File: config.mk
export PLATFORM = sky130hd
export DESIGN_NAME = pattern_byte_swap_stream_core
export DESIGN_NICKNAME = d
export VERILOG_FILES = /design/src/design/pbss_pkg.sv /design/src/design/pbss_swap_core.sv /design/src/design/pbss_out_queue.sv /design/src/design/pattern_byte_swap_stream_core.sv
export VERILOG_INCLUDE_DIRS = /design/src /design/src/design
export SDC_FILE = /design/constraint.sdc
export NUM_CORES = 1
export LEC_CHECK = 0
export BUFFER_PORTS_ARGS = -buffer_cell sky130_fd_sc_hd__buf_2
export CAP_MARGIN = 20
export CORE_MARGIN = 10
export CORE_UTILIZATION = 36
export CTS_CLUSTER_SIZE = 28
export DETAILED_ROUTE_END_ITERATION = 12
export HOLD_SLACK_MARGIN = 0.1
export PLACE_DENSITY = 0.47
export SYNTH_ARGS = -nofsm -noshare
export SYNTH_HDL_FRONTEND = slang
export SYNTH_SLANG_ARGS = --single-unit
File: constraint.sdc
create_clock -name clk -period 4.7 [get_ports clk]
set_input_delay 0.235 -clock clk [delete_from_list [all_inputs] [get_ports clk]]
set_output_delay 0.235 -clock clk [all_outputs]
set_load 0.02 [all_outputs]
File: src/design/pattern_byte_swap_stream_core_assert.svh
// Assertion macros shared by the byte swap stream RTL.
// No dependencies; included by the modules that check their own logic.
`ifndef PATTERN_BYTE_SWAP_STREAM_CORE_ASSERT_SVH
`define PATTERN_BYTE_SWAP_STREAM_CORE_ASSERT_SVH

// same-cycle implication, disabled while in reset
`define PBSS_ASSERT_NOW(label, clk, rst_n, ante, cons) \
  label: assert property (@(posedge clk) disable iff (!rst_n) (ante) |-> (cons)) \
    else $error("pbss check failed");

// next-cycle implication, disabled while in reset
`define PBSS_ASSERT_NEXT(label, clk, rst_n, ante, cons) \
  label: assert property (@(posedge clk) disable iff (!rst_n) (ante) |=> (cons)) \
    else $error("pbss check failed");

`endif

File: src/design/pbss_pkg.sv
// Shared types and constants for the pattern byte swap stream.
// No dependencies; used by all design modules.
package pbss_pkg;

  localparam int MAX_SEGMENTS_DEF = 4;
  localparam int SEG_REGS         = 4;
  localparam int BYTE_W           = 8;
  localparam int GROUP_CAP        = 4;
  localparam int POS_W            = 2;
  localparam int SEG_LEN_W        = 31;
  localparam int SEG_CNT_W        = 4;
  localparam int COUNT_REG_W      = 3;
  localparam int CFG_IDX_W        = 3;
  localparam int CFG_DATA_W       = 32;
  localparam int Q_DEPTH          = 4;

  localparam logic [CFG_IDX_W-1:0] REG_SEGMENT_COUNT = 3'd0;
  localparam logic [CFG_IDX_W-1:0] REG_SEGMENT_0     = 3'd1;

  // one output burst: bytes in emit order, index of the final byte
  typedef struct packed {
    logic [GROUP_CAP-1:0][BYTE_W-1:0] bytes;
    logic [POS_W-1:0]                 last_pos;
    logic                             last;
  } grp_t;

endpackage

File: src/design/pbss_swap_core.sv
// Group collection and segment tracking for the byte swap stream.
// Depends on pbss_pkg and the assertion macro header.
`include "pattern_byte_swap_stream_core_assert.svh"

module pbss_swap_core #(
  parameter int MAX_SEGMENTS = pbss_pkg::MAX_SEGMENTS_DEF
) (
  input  logic                                             clk,
  input  logic                                             rst_n,
  input  logic                                             accept,
  input  logic [pbss_pkg::BYTE_W-1:0]                      in_byte,
  input  logic                                             in_last,
  input  logic [pbss_pkg::COUNT_REG_W-1:0]                 segment_count,
  input  logic [MAX_SEGMENTS-1:0][pbss_pkg::CFG_DATA_W-1:0] seg_words,
  output logic                                             push,
  output pbss_pkg::grp_t                                   grp
);
  import pbss_pkg::*;

  localparam int SEG_IDX_W = (MAX_SEGMENTS > 1) ? $clog2(MAX_SEGMENTS) : 1;

  logic [GROUP_CAP-1:0][BYTE_W-1:0] held_r;
  logic [POS_W-1:0]                 fill_r, fill_nxt;
  logic [SEG_IDX_W-1:0]             idx_r, idx_nxt;
  logic [SEG_LEN_W-1:0]             done_r, done_nxt;

  logic [SEG_CNT_W-1:0]             cnt_eff;
  logic [SEG_IDX_W-1:0]             idx_eff;
  logic [SEG_CNT_W-1:0]             idx_inc;
  logic [CFG_DATA_W-1:0]            word;
  logic                             quad;
  logic [SEG_LEN_W-1:0]             len;
  logic [POS_W:0]                   fill_new;
  logic [POS_W:0]                   gsize;
  logic                             full_grp;
  logic [SEG_LEN_W-1:0]             done_inc;
  logic [GROUP_CAP-1:0][BYTE_W-1:0] bytes_cur;

  always_comb begin
    if (segment_count == '0) begin
      cnt_eff = SEG_CNT_W'(1);
    end else if ({1'b0, segment_count} > SEG_CNT_W'(MAX_SEGMENTS)) begin
      cnt_eff = SEG_CNT_W'(MAX_SEGMENTS);
    end else begin
      cnt_eff = {1'b0, segment_count};
    end
    idx_eff  = (SEG_CNT_W'(idx_r) >= cnt_eff) ? '0 : idx_r;
    word     = seg_words[idx_eff];
    quad     = word[CFG_DATA_W-1];
    // length bits below the group size are dropped
    len      = {word[SEG_LEN_W-1:2], word[1] & ~quad, 1'b0};
    gsize    = quad ? (POS_W+1)'(4) : (POS_W+1)'(2);
    fill_new = {1'b0, fill_r} + (POS_W+1)'(1);
    full_grp = fill_new >= gsize;
    done_inc = done_r + SEG_LEN_W'(1);
    idx_inc  = SEG_CNT_W'(idx_eff) + SEG_CNT_W'(1);
  end

  always_comb begin
    bytes_cur         = held_r;
    bytes_cur[fill_r] = in_byte;
    grp.last_pos      = fill_r;
    grp.last          = in_last;
    for (int k = 0; k < GROUP_CAP; k++) begin
      grp.bytes[k] = full_grp ? bytes_cur[fill_r - POS_W'(k)] : bytes_cur[k];
    end
    push = accept && (full_grp || in_last);
  end

  always_comb begin
    fill_nxt = fill_r;
    idx_nxt  = idx_r;
    done_nxt = done_r;
    if (accept) begin
      fill_nxt = (full_grp || in_last) ? '0 : fill_new[POS_W-1:0];
      idx_nxt  = idx_eff;
      done_nxt = done_inc;
      if (full_grp && len != '0 && done_inc >= len) begin
        idx_nxt  = (idx_inc >= cnt_eff) ? '0 : idx_inc[SEG_IDX_W-1:0];
        done_nxt = '0;
      end
      if (in_last) begin
        idx_nxt  = '0;
        done_nxt = '0;
      end
    end
  end

  always_ff @(posedge clk) begin
    if (!rst_n) begin
      fill_r <= '0;
      idx_r  <= '0;
      done_r <= '0;
    end else begin
      fill_r <= fill_nxt;
      idx_r  <= idx_nxt;
      done_r <= done_nxt;
    end
  end

  always_ff @(posedge clk) begin
    if (accept) begin
      held_r[fill_r] <= in_byte;
    end
  end

  `PBSS_ASSERT_NEXT(a_last_clears_state, clk, rst_n, accept && in_last, {fill_r, idx_r, done_r} == '0)
  `PBSS_ASSERT_NOW(a_push_on_last, clk, rst_n, accept && in_last, push)
  `PBSS_ASSERT_NOW(a_push_needs_accept, clk, rst_n, !accept, !push)

endmodule

File: src/design/pbss_out_queue.sv
// Burst queue and byte serializer for the byte swap stream.
// Depends on pbss_pkg and the assertion macro header.
`include "pattern_byte_swap_stream_core_assert.svh"

module pbss_out_queue (
  input  logic                        clk,
  input  logic                        rst_n,
  input  logic                        push,
  input  pbss_pkg::grp_t              grp,
  output logic                        full,
  output logic                        out_tvalid,
  input  logic                        out_tready,
  output logic [pbss_pkg::BYTE_W-1:0] out_tdata,
  output logic                        out_tlast
);
  import pbss_pkg::*;

  localparam int QPTR_W = $clog2(Q_DEPTH);

  grp_t                mem [Q_DEPTH];
  logic [QPTR_W-1:0]   wr_ptr_r, rd_ptr_r;
  logic [QPTR_W:0]     cnt_r;
  logic [POS_W-1:0]    pos_r;
  grp_t                head;
  logic                pop, pop_entry, empty;

  always_comb begin
    head       = mem[rd_ptr_r];
    empty      = cnt_r == '0;
    full       = cnt_r == (QPTR_W+1)'(Q_DEPTH);
    out_tvalid = !empty;
    out_tdata  = head.bytes[pos_r];
    out_tlast  = head.last && pos_r == head.last_pos;
    pop        = out_tvalid && out_tready;
    pop_entry  = pop && pos_r == head.last_pos;
  end

  always_ff @(posedge clk) begin
    if (push) begin
      mem[wr_ptr_r] <= grp;
    end
  end

  always_ff @(posedge clk) begin
    if (!rst_n) begin
      wr_ptr_r <= '0;
      rd_ptr_r <= '0;
      cnt_r    <= '0;
      pos_r    <= '0;
    end else begin
      if (push) begin
        wr_ptr_r <= wr_ptr_r + QPTR_W'(1);
      end
      if (pop_entry) begin
        rd_ptr_r <= rd_ptr_r + QPTR_W'(1);
        pos_r    <= '0;
      end else if (pop) begin
        pos_r    <= pos_r + POS_W'(1);
      end
      if (push && !pop_entry) begin
        cnt_r <= cnt_r + (QPTR_W+1)'(1);
      end else if (!push && pop_entry) begin
        cnt_r <= cnt_r - (QPTR_W+1)'(1);
      end
    end
  end

  `PBSS_ASSERT_NOW(a_no_push_full, clk, rst_n, push, !full)
  `PBSS_ASSERT_NOW(a_cnt_bound, clk, rst_n, 1'b1, cnt_r <= (QPTR_W+1)'(Q_DEPTH))
  `PBSS_ASSERT_NOW(a_pos_in_burst, clk, rst_n, !empty, pos_r <= head.last_pos)

endmodule

File: src/design/pattern_byte_swap_stream_core.sv
// Pattern byte swap stream: reorders a byte stream by a repeating table of
// pair or quadruple swap segments. One input byte is taken per cycle; each
// completed group (and the tail group on the last byte) is written as one
// burst into a four-entry queue, which drains one byte per cycle while
// out_tready is high. The input is stalled only while that queue is full, so
// sustained throughput is one byte per cycle in and out; a group's first output
// byte is presented once its burst is registered in the queue and earlier bursts
// have drained. Depends on pbss_pkg, pbss_swap_core and pbss_out_queue.
module pattern_byte_swap_stream_core #(
  parameter int MAX_SEGMENTS = pbss_pkg::MAX_SEGMENTS_DEF
) (
  input  logic                           clk,
  input  logic                           rst_n,
  input  logic                           in_tvalid,
  output logic                           in_tready,
  input  logic [pbss_pkg::BYTE_W-1:0]    in_tdata,   // [7:0] in_byte
  input  logic                           in_tlast,
  output logic                           out_tvalid,
  input  logic                           out_tready,
  output logic [pbss_pkg::BYTE_W-1:0]    out_tdata,  // [7:0] out_byte
  output logic                           out_tlast,
  input  logic                           cfg_we,
  input  logic [pbss_pkg::CFG_IDX_W-1:0] cfg_index,
  input  logic [pbss_pkg::CFG_DATA_W-1:0] cfg_wdata
);
  import pbss_pkg::*;

  logic [COUNT_REG_W-1:0]                   segment_count_r;
  logic [MAX_SEGMENTS-1:0][CFG_DATA_W-1:0]  seg_words_r;
  logic                                     accept, push, full;
  grp_t                                     grp;

  assign in_tready = !full;
  assign accept    = in_tvalid && in_tready;

  always_ff @(posedge clk) begin
    if (!rst_n) begin
      segment_count_r <= COUNT_REG_W'(1);
    end else if (cfg_we && cfg_index == REG_SEGMENT_COUNT) begin
      segment_count_r <= cfg_wdata[COUNT_REG_W-1:0];
    end
  end

  for (genvar i = 0; i < MAX_SEGMENTS; i++) begin : g_seg
    always_ff @(posedge clk) begin
      if (!rst_n) begin
        seg_words_r[i] <= '0;
      end else if (i < SEG_REGS && cfg_we &&
                   cfg_index == REG_SEGMENT_0 + CFG_IDX_W'(i)) begin
        seg_words_r[i] <= cfg_wdata;
      end
    end
  end

  pbss_swap_core #(
    .MAX_SEGMENTS (MAX_SEGMENTS)
  ) u_core (
    .clk           (clk),
    .rst_n         (rst_n),
    .accept        (accept),
    .in_byte       (in_tdata),
    .in_last       (in_tlast),
    .segment_count (segment_count_r),
    .seg_words     (seg_words_r),
    .push          (push),
    .grp           (grp)
  );

  pbss_out_queue u_queue (
    .clk        (clk),
    .rst_n      (rst_n),
    .push       (push),
    .grp        (grp),
    .full       (full),
    .out_tvalid (out_tvalid),
    .out_tready (out_tready),
    .out_tdata  (out_tdata),
    .out_tlast  (out_tlast)
  );

endmodule
==> run_results.csv <==
group,metric,value,unit
route,drt_iter0_markers,878,
place,hpwl,29300,um
grt,grt_pass1_wl,70900,um
critical_path,reg2reg_slack,0.33,ns
floorplan,coreArea,45300,um^2
sta,setup_viol,0,
cells_and_area,fill_cells,4333,
grt,antenna_found_initial,0,
sta,worst_hold_slack,0.137,ns
sta,fin_ws,0.330,ns
sta,min_period,4.37,ns
sta,worstMarginPinSlew,1.09,ns
sta,fin_tns_setup,0,ns
synth,ys_warn_count,0,
critical_path,crit_type,"flop to flop",
route,wl_per_cell,19.7,um
synth,synth_nets,1681,
route,routed_wl,44900,um
clock_network,clk_pin_slew,0.06,ns
critical_path,startpoint,"u_core.done_r[0]$_SDFFE_PN0P_",
critical_path,critical_path_arrival,4.81,ns
synth,synthArstFlopShare,0,
synth,synth.largest_area_cell,"edfxtp_1",
sta,drv_slew,0,
power,clkPwrFrac,0.371,
route,via_per_inst,5.31,
clock_network,cts_sinks,345,
cells_and_area,multi_input_area,7230,um^2
worst_hold_path,hp-start,"in_tdata[0]",
grt,grt_max_degree,72,
route,first_pass_iters,7,
floorplan,num_rows,78,
synth,synthCells,1584,
sta,fin_skew,0.0330,ns
grt,grt-ovfl-total,0,
cells_and_area,final_nets,1745,
power,p_switching,0.00270,W
floorplan,initial_utilization,0.364,
cells_and_area,antennaDiodeCount,0,
place,gp_congestion,0.848,
clock_network,htree_levels,2,
worst_hold_path,hold_path_class,"input port to flop",
critical_path,required,5.14,ns
cells_and_area,drive_above_1_share,0.154,
power,power_frac_seq,0.411,
floorplan,die_h,234,um
power,power.density,484,nW/um^2
place,io_buffers,59,
floorplan,die-area,54700,um^2
critical_path,endpoint_kind,"flop",
place,dp_slack,0.226,ns
sta,rsz0062_at_grt,"no",
cells_and_area,mostFrequentLayoutCells,"306 x nand2_1, 172 x a21oi_1, 172 x edfxtp_1",
floorplan,die_w,234,um
sta,relSlewSlack,0.271,
clock_network,clkLatencyLatePin,0.58,ns
clock_network,cts_tree,"yes",
critical_path,r2r-start,"u_core.done_r[0]$_SDFFE_PN0P_",
synth,ys_types,67,
synth,synth-edff-count,172,
sta,hold_violations,0,
cells_and_area,layout_commonest_cell,"nand2_1",
grt,grt_pass1_vias,12000,
route,drcViolationCount,0,
power,p_leak,6.78,nW
synth,synth_area,16500,um^2
clock_network,ctsRootBufferMaster,"clkbuf_16",
cells_and_area,fin_util,0.426,
synth,synth_top_area_frac,0.314,
power,sw_frac_of_total,0.290,
route,dr_total_vias,12100,
power,ir_worst_vdd,0.249,mV
synth,synth.yosys.seq_area_share,0.524,
clock_network,cts_max_path_buffers,3,
route,antenna_left,0,
cells_and_area,areaGrowthSynthToFinish,17.1,%
power,p_comb_frac,0.218,
critical_path,startpoint_type,"flop",
flow_run,drv_cap,0,
grt,track_usage,0.165,
synth,avgSynthCellArea,10.4,um^2
sta,clock.fmax,229,MHz
sta,fin_crit_sh,0.930,
floorplan,ios,60,
power,power.internal,0.00662,W
synth,ys_ff_latch,345,
critical_path,cp_max_fo,7,
synth,yosys-top-cells-area,"edfxtp_1 31%, dfxtp_1 21%, nand2_1 7.0%",
clock_network,cts_made_buffers,41,
outcome,status,"complete, no violations",
synth,ys.flop_type,"dfxtp_1",
cells_and_area,seq_area,8630,um^2
-- kinds of logic (layout without fill, tap and decap cells) --
family,Yosys count,count (layout),synth area share
and+or+nand+nor,515,515,0.135
AOI/OAI and AO/OA,369,369,0.143
DFF,345,345,0.524
buffers and inverters,162,259,0.0392
muxes,111,111,0.103
adders and majority gates,48,48,0.0374
xor gates and xnor gates,34,34,0.0181
-- power by group through the flow --
stage	Clock, W	Combinational [W]	Sequential, W
finish	0.00346	0.00204	0.00383
global route	0.00367	0.00227	0.00387
CTS	0.00354	0.00205	0.00385
detailed placement	0	0.00202	0.00391
global placement	0	0.00200	0.00390
floorplan	0	0.00147	0.00383
-- through the flow --
stage	cells	cell area (um^2)	power, W
floorplan	1584	16500	0.00530
global placement	2164	17300	0.00590
detailed placement	2165	17300	0.00593
CTS	2277	19200	0.00944
global route	2281	19300	0.00981
finish	2281	19300	0.00933
-- cells in the mapped netlist, types with 3 or more instances --
cell type	instances
nand2_1	306
dfxtp_1	173
a21oi_1	172
edfxtp_1	172
nor2_1	104
clkbuf_1	80
a22oi_1	64
inv_1	52
ha_1	46
mux4_2	43
mux2i_1	39
o21ai_0	34
a22o_1	30
a221oi_1	24
xnor2_1	22
nand4_1	20
mux2_2	19
buf_1	18
nand3_1	18
nor4_1	14
xor2_1	12
a211oi_1	11
nor3_1	10
and2_1	7
mux2_1	7
a21o_1	6
and3_1	6
buf_2	6
o211ai_1	5
a221o_1	3
buf_6	3
mux2_4	3
nand2b_1	3
nor2b_1	3
nor3b_1	3
or2_2	3
or3_1	3
-- critical path: stages, from the launching register on --
cell,delay [ns]
dfxtp_1,0.45
and3_1,0.20
nand3_1,0.20
or4_1,0.57
nor4_2,0.38
nand4_1,0.19
xnor2_1,0.21
ha_1,0.35
nand4_1,0.14
nor4_1,0.28
a211oi_1,0.11
o22ai_1,0.20
o21ai_2,0.11
o211ai_2,0.31
buf_4,0.23
nor3_1,0.05
a211o_1,0.27
-- worst paths after layout --
check	end	depth (start not counted)
setup / recovery	u_core.done_r[5]$_SDFFE_PN0P_	16
hold / removal	u_core.held_r[0]$_DFFE_PP_	3
setup reg to reg	u_core.done_r[5]$_SDFFE_PN0P_	16
hold reg to reg	seg_words_r[90]$_SDFFE_PN0P_	2
-- per-layer routing --
layer	part of all wire	GRT usage	up-vias
li1	-	-	5888
met2	0.52	0.293	238
met5	0	0	-
met4	0.027	0.0564	0
met3	0.035	0.0236	72
met1	0.42	0.202	5922
-- sequential cells by signal, summed over array words and instances, names as in the netlist, named ones only --
register	flops
u_queue.mem	140
seg_words_r	124
u_core.held_r	32
u_core.done_r	31
segment_count_r	3
u_queue.cnt_r	3
u_core.fill_r	2
u_core.idx_r	2
u_queue.pos_r	2
u_queue.rd_ptr_r	2
u_queue.wr_ptr_r	2
-- final cells by class --
type	instances	area share
inverter	53	0.0104
multi-input combinational	1077	0.375
tap	600	0.0389
timing repair buffer	130	0.0503
sequential	345	0.448
clock inverter	14	0.0122
clock buffer	62	0.0657
-- timing repair --
action / in CTS / in global routing
endpoints found under the hold margin: 138 / 0
gates resized for setup: 0 / 3
hold buffers: 36 / 0
setup endpoints to repair: 0 / 33
setup buffers: 0 / 0
No activity file was read; power rests on OpenSTA's default activity.
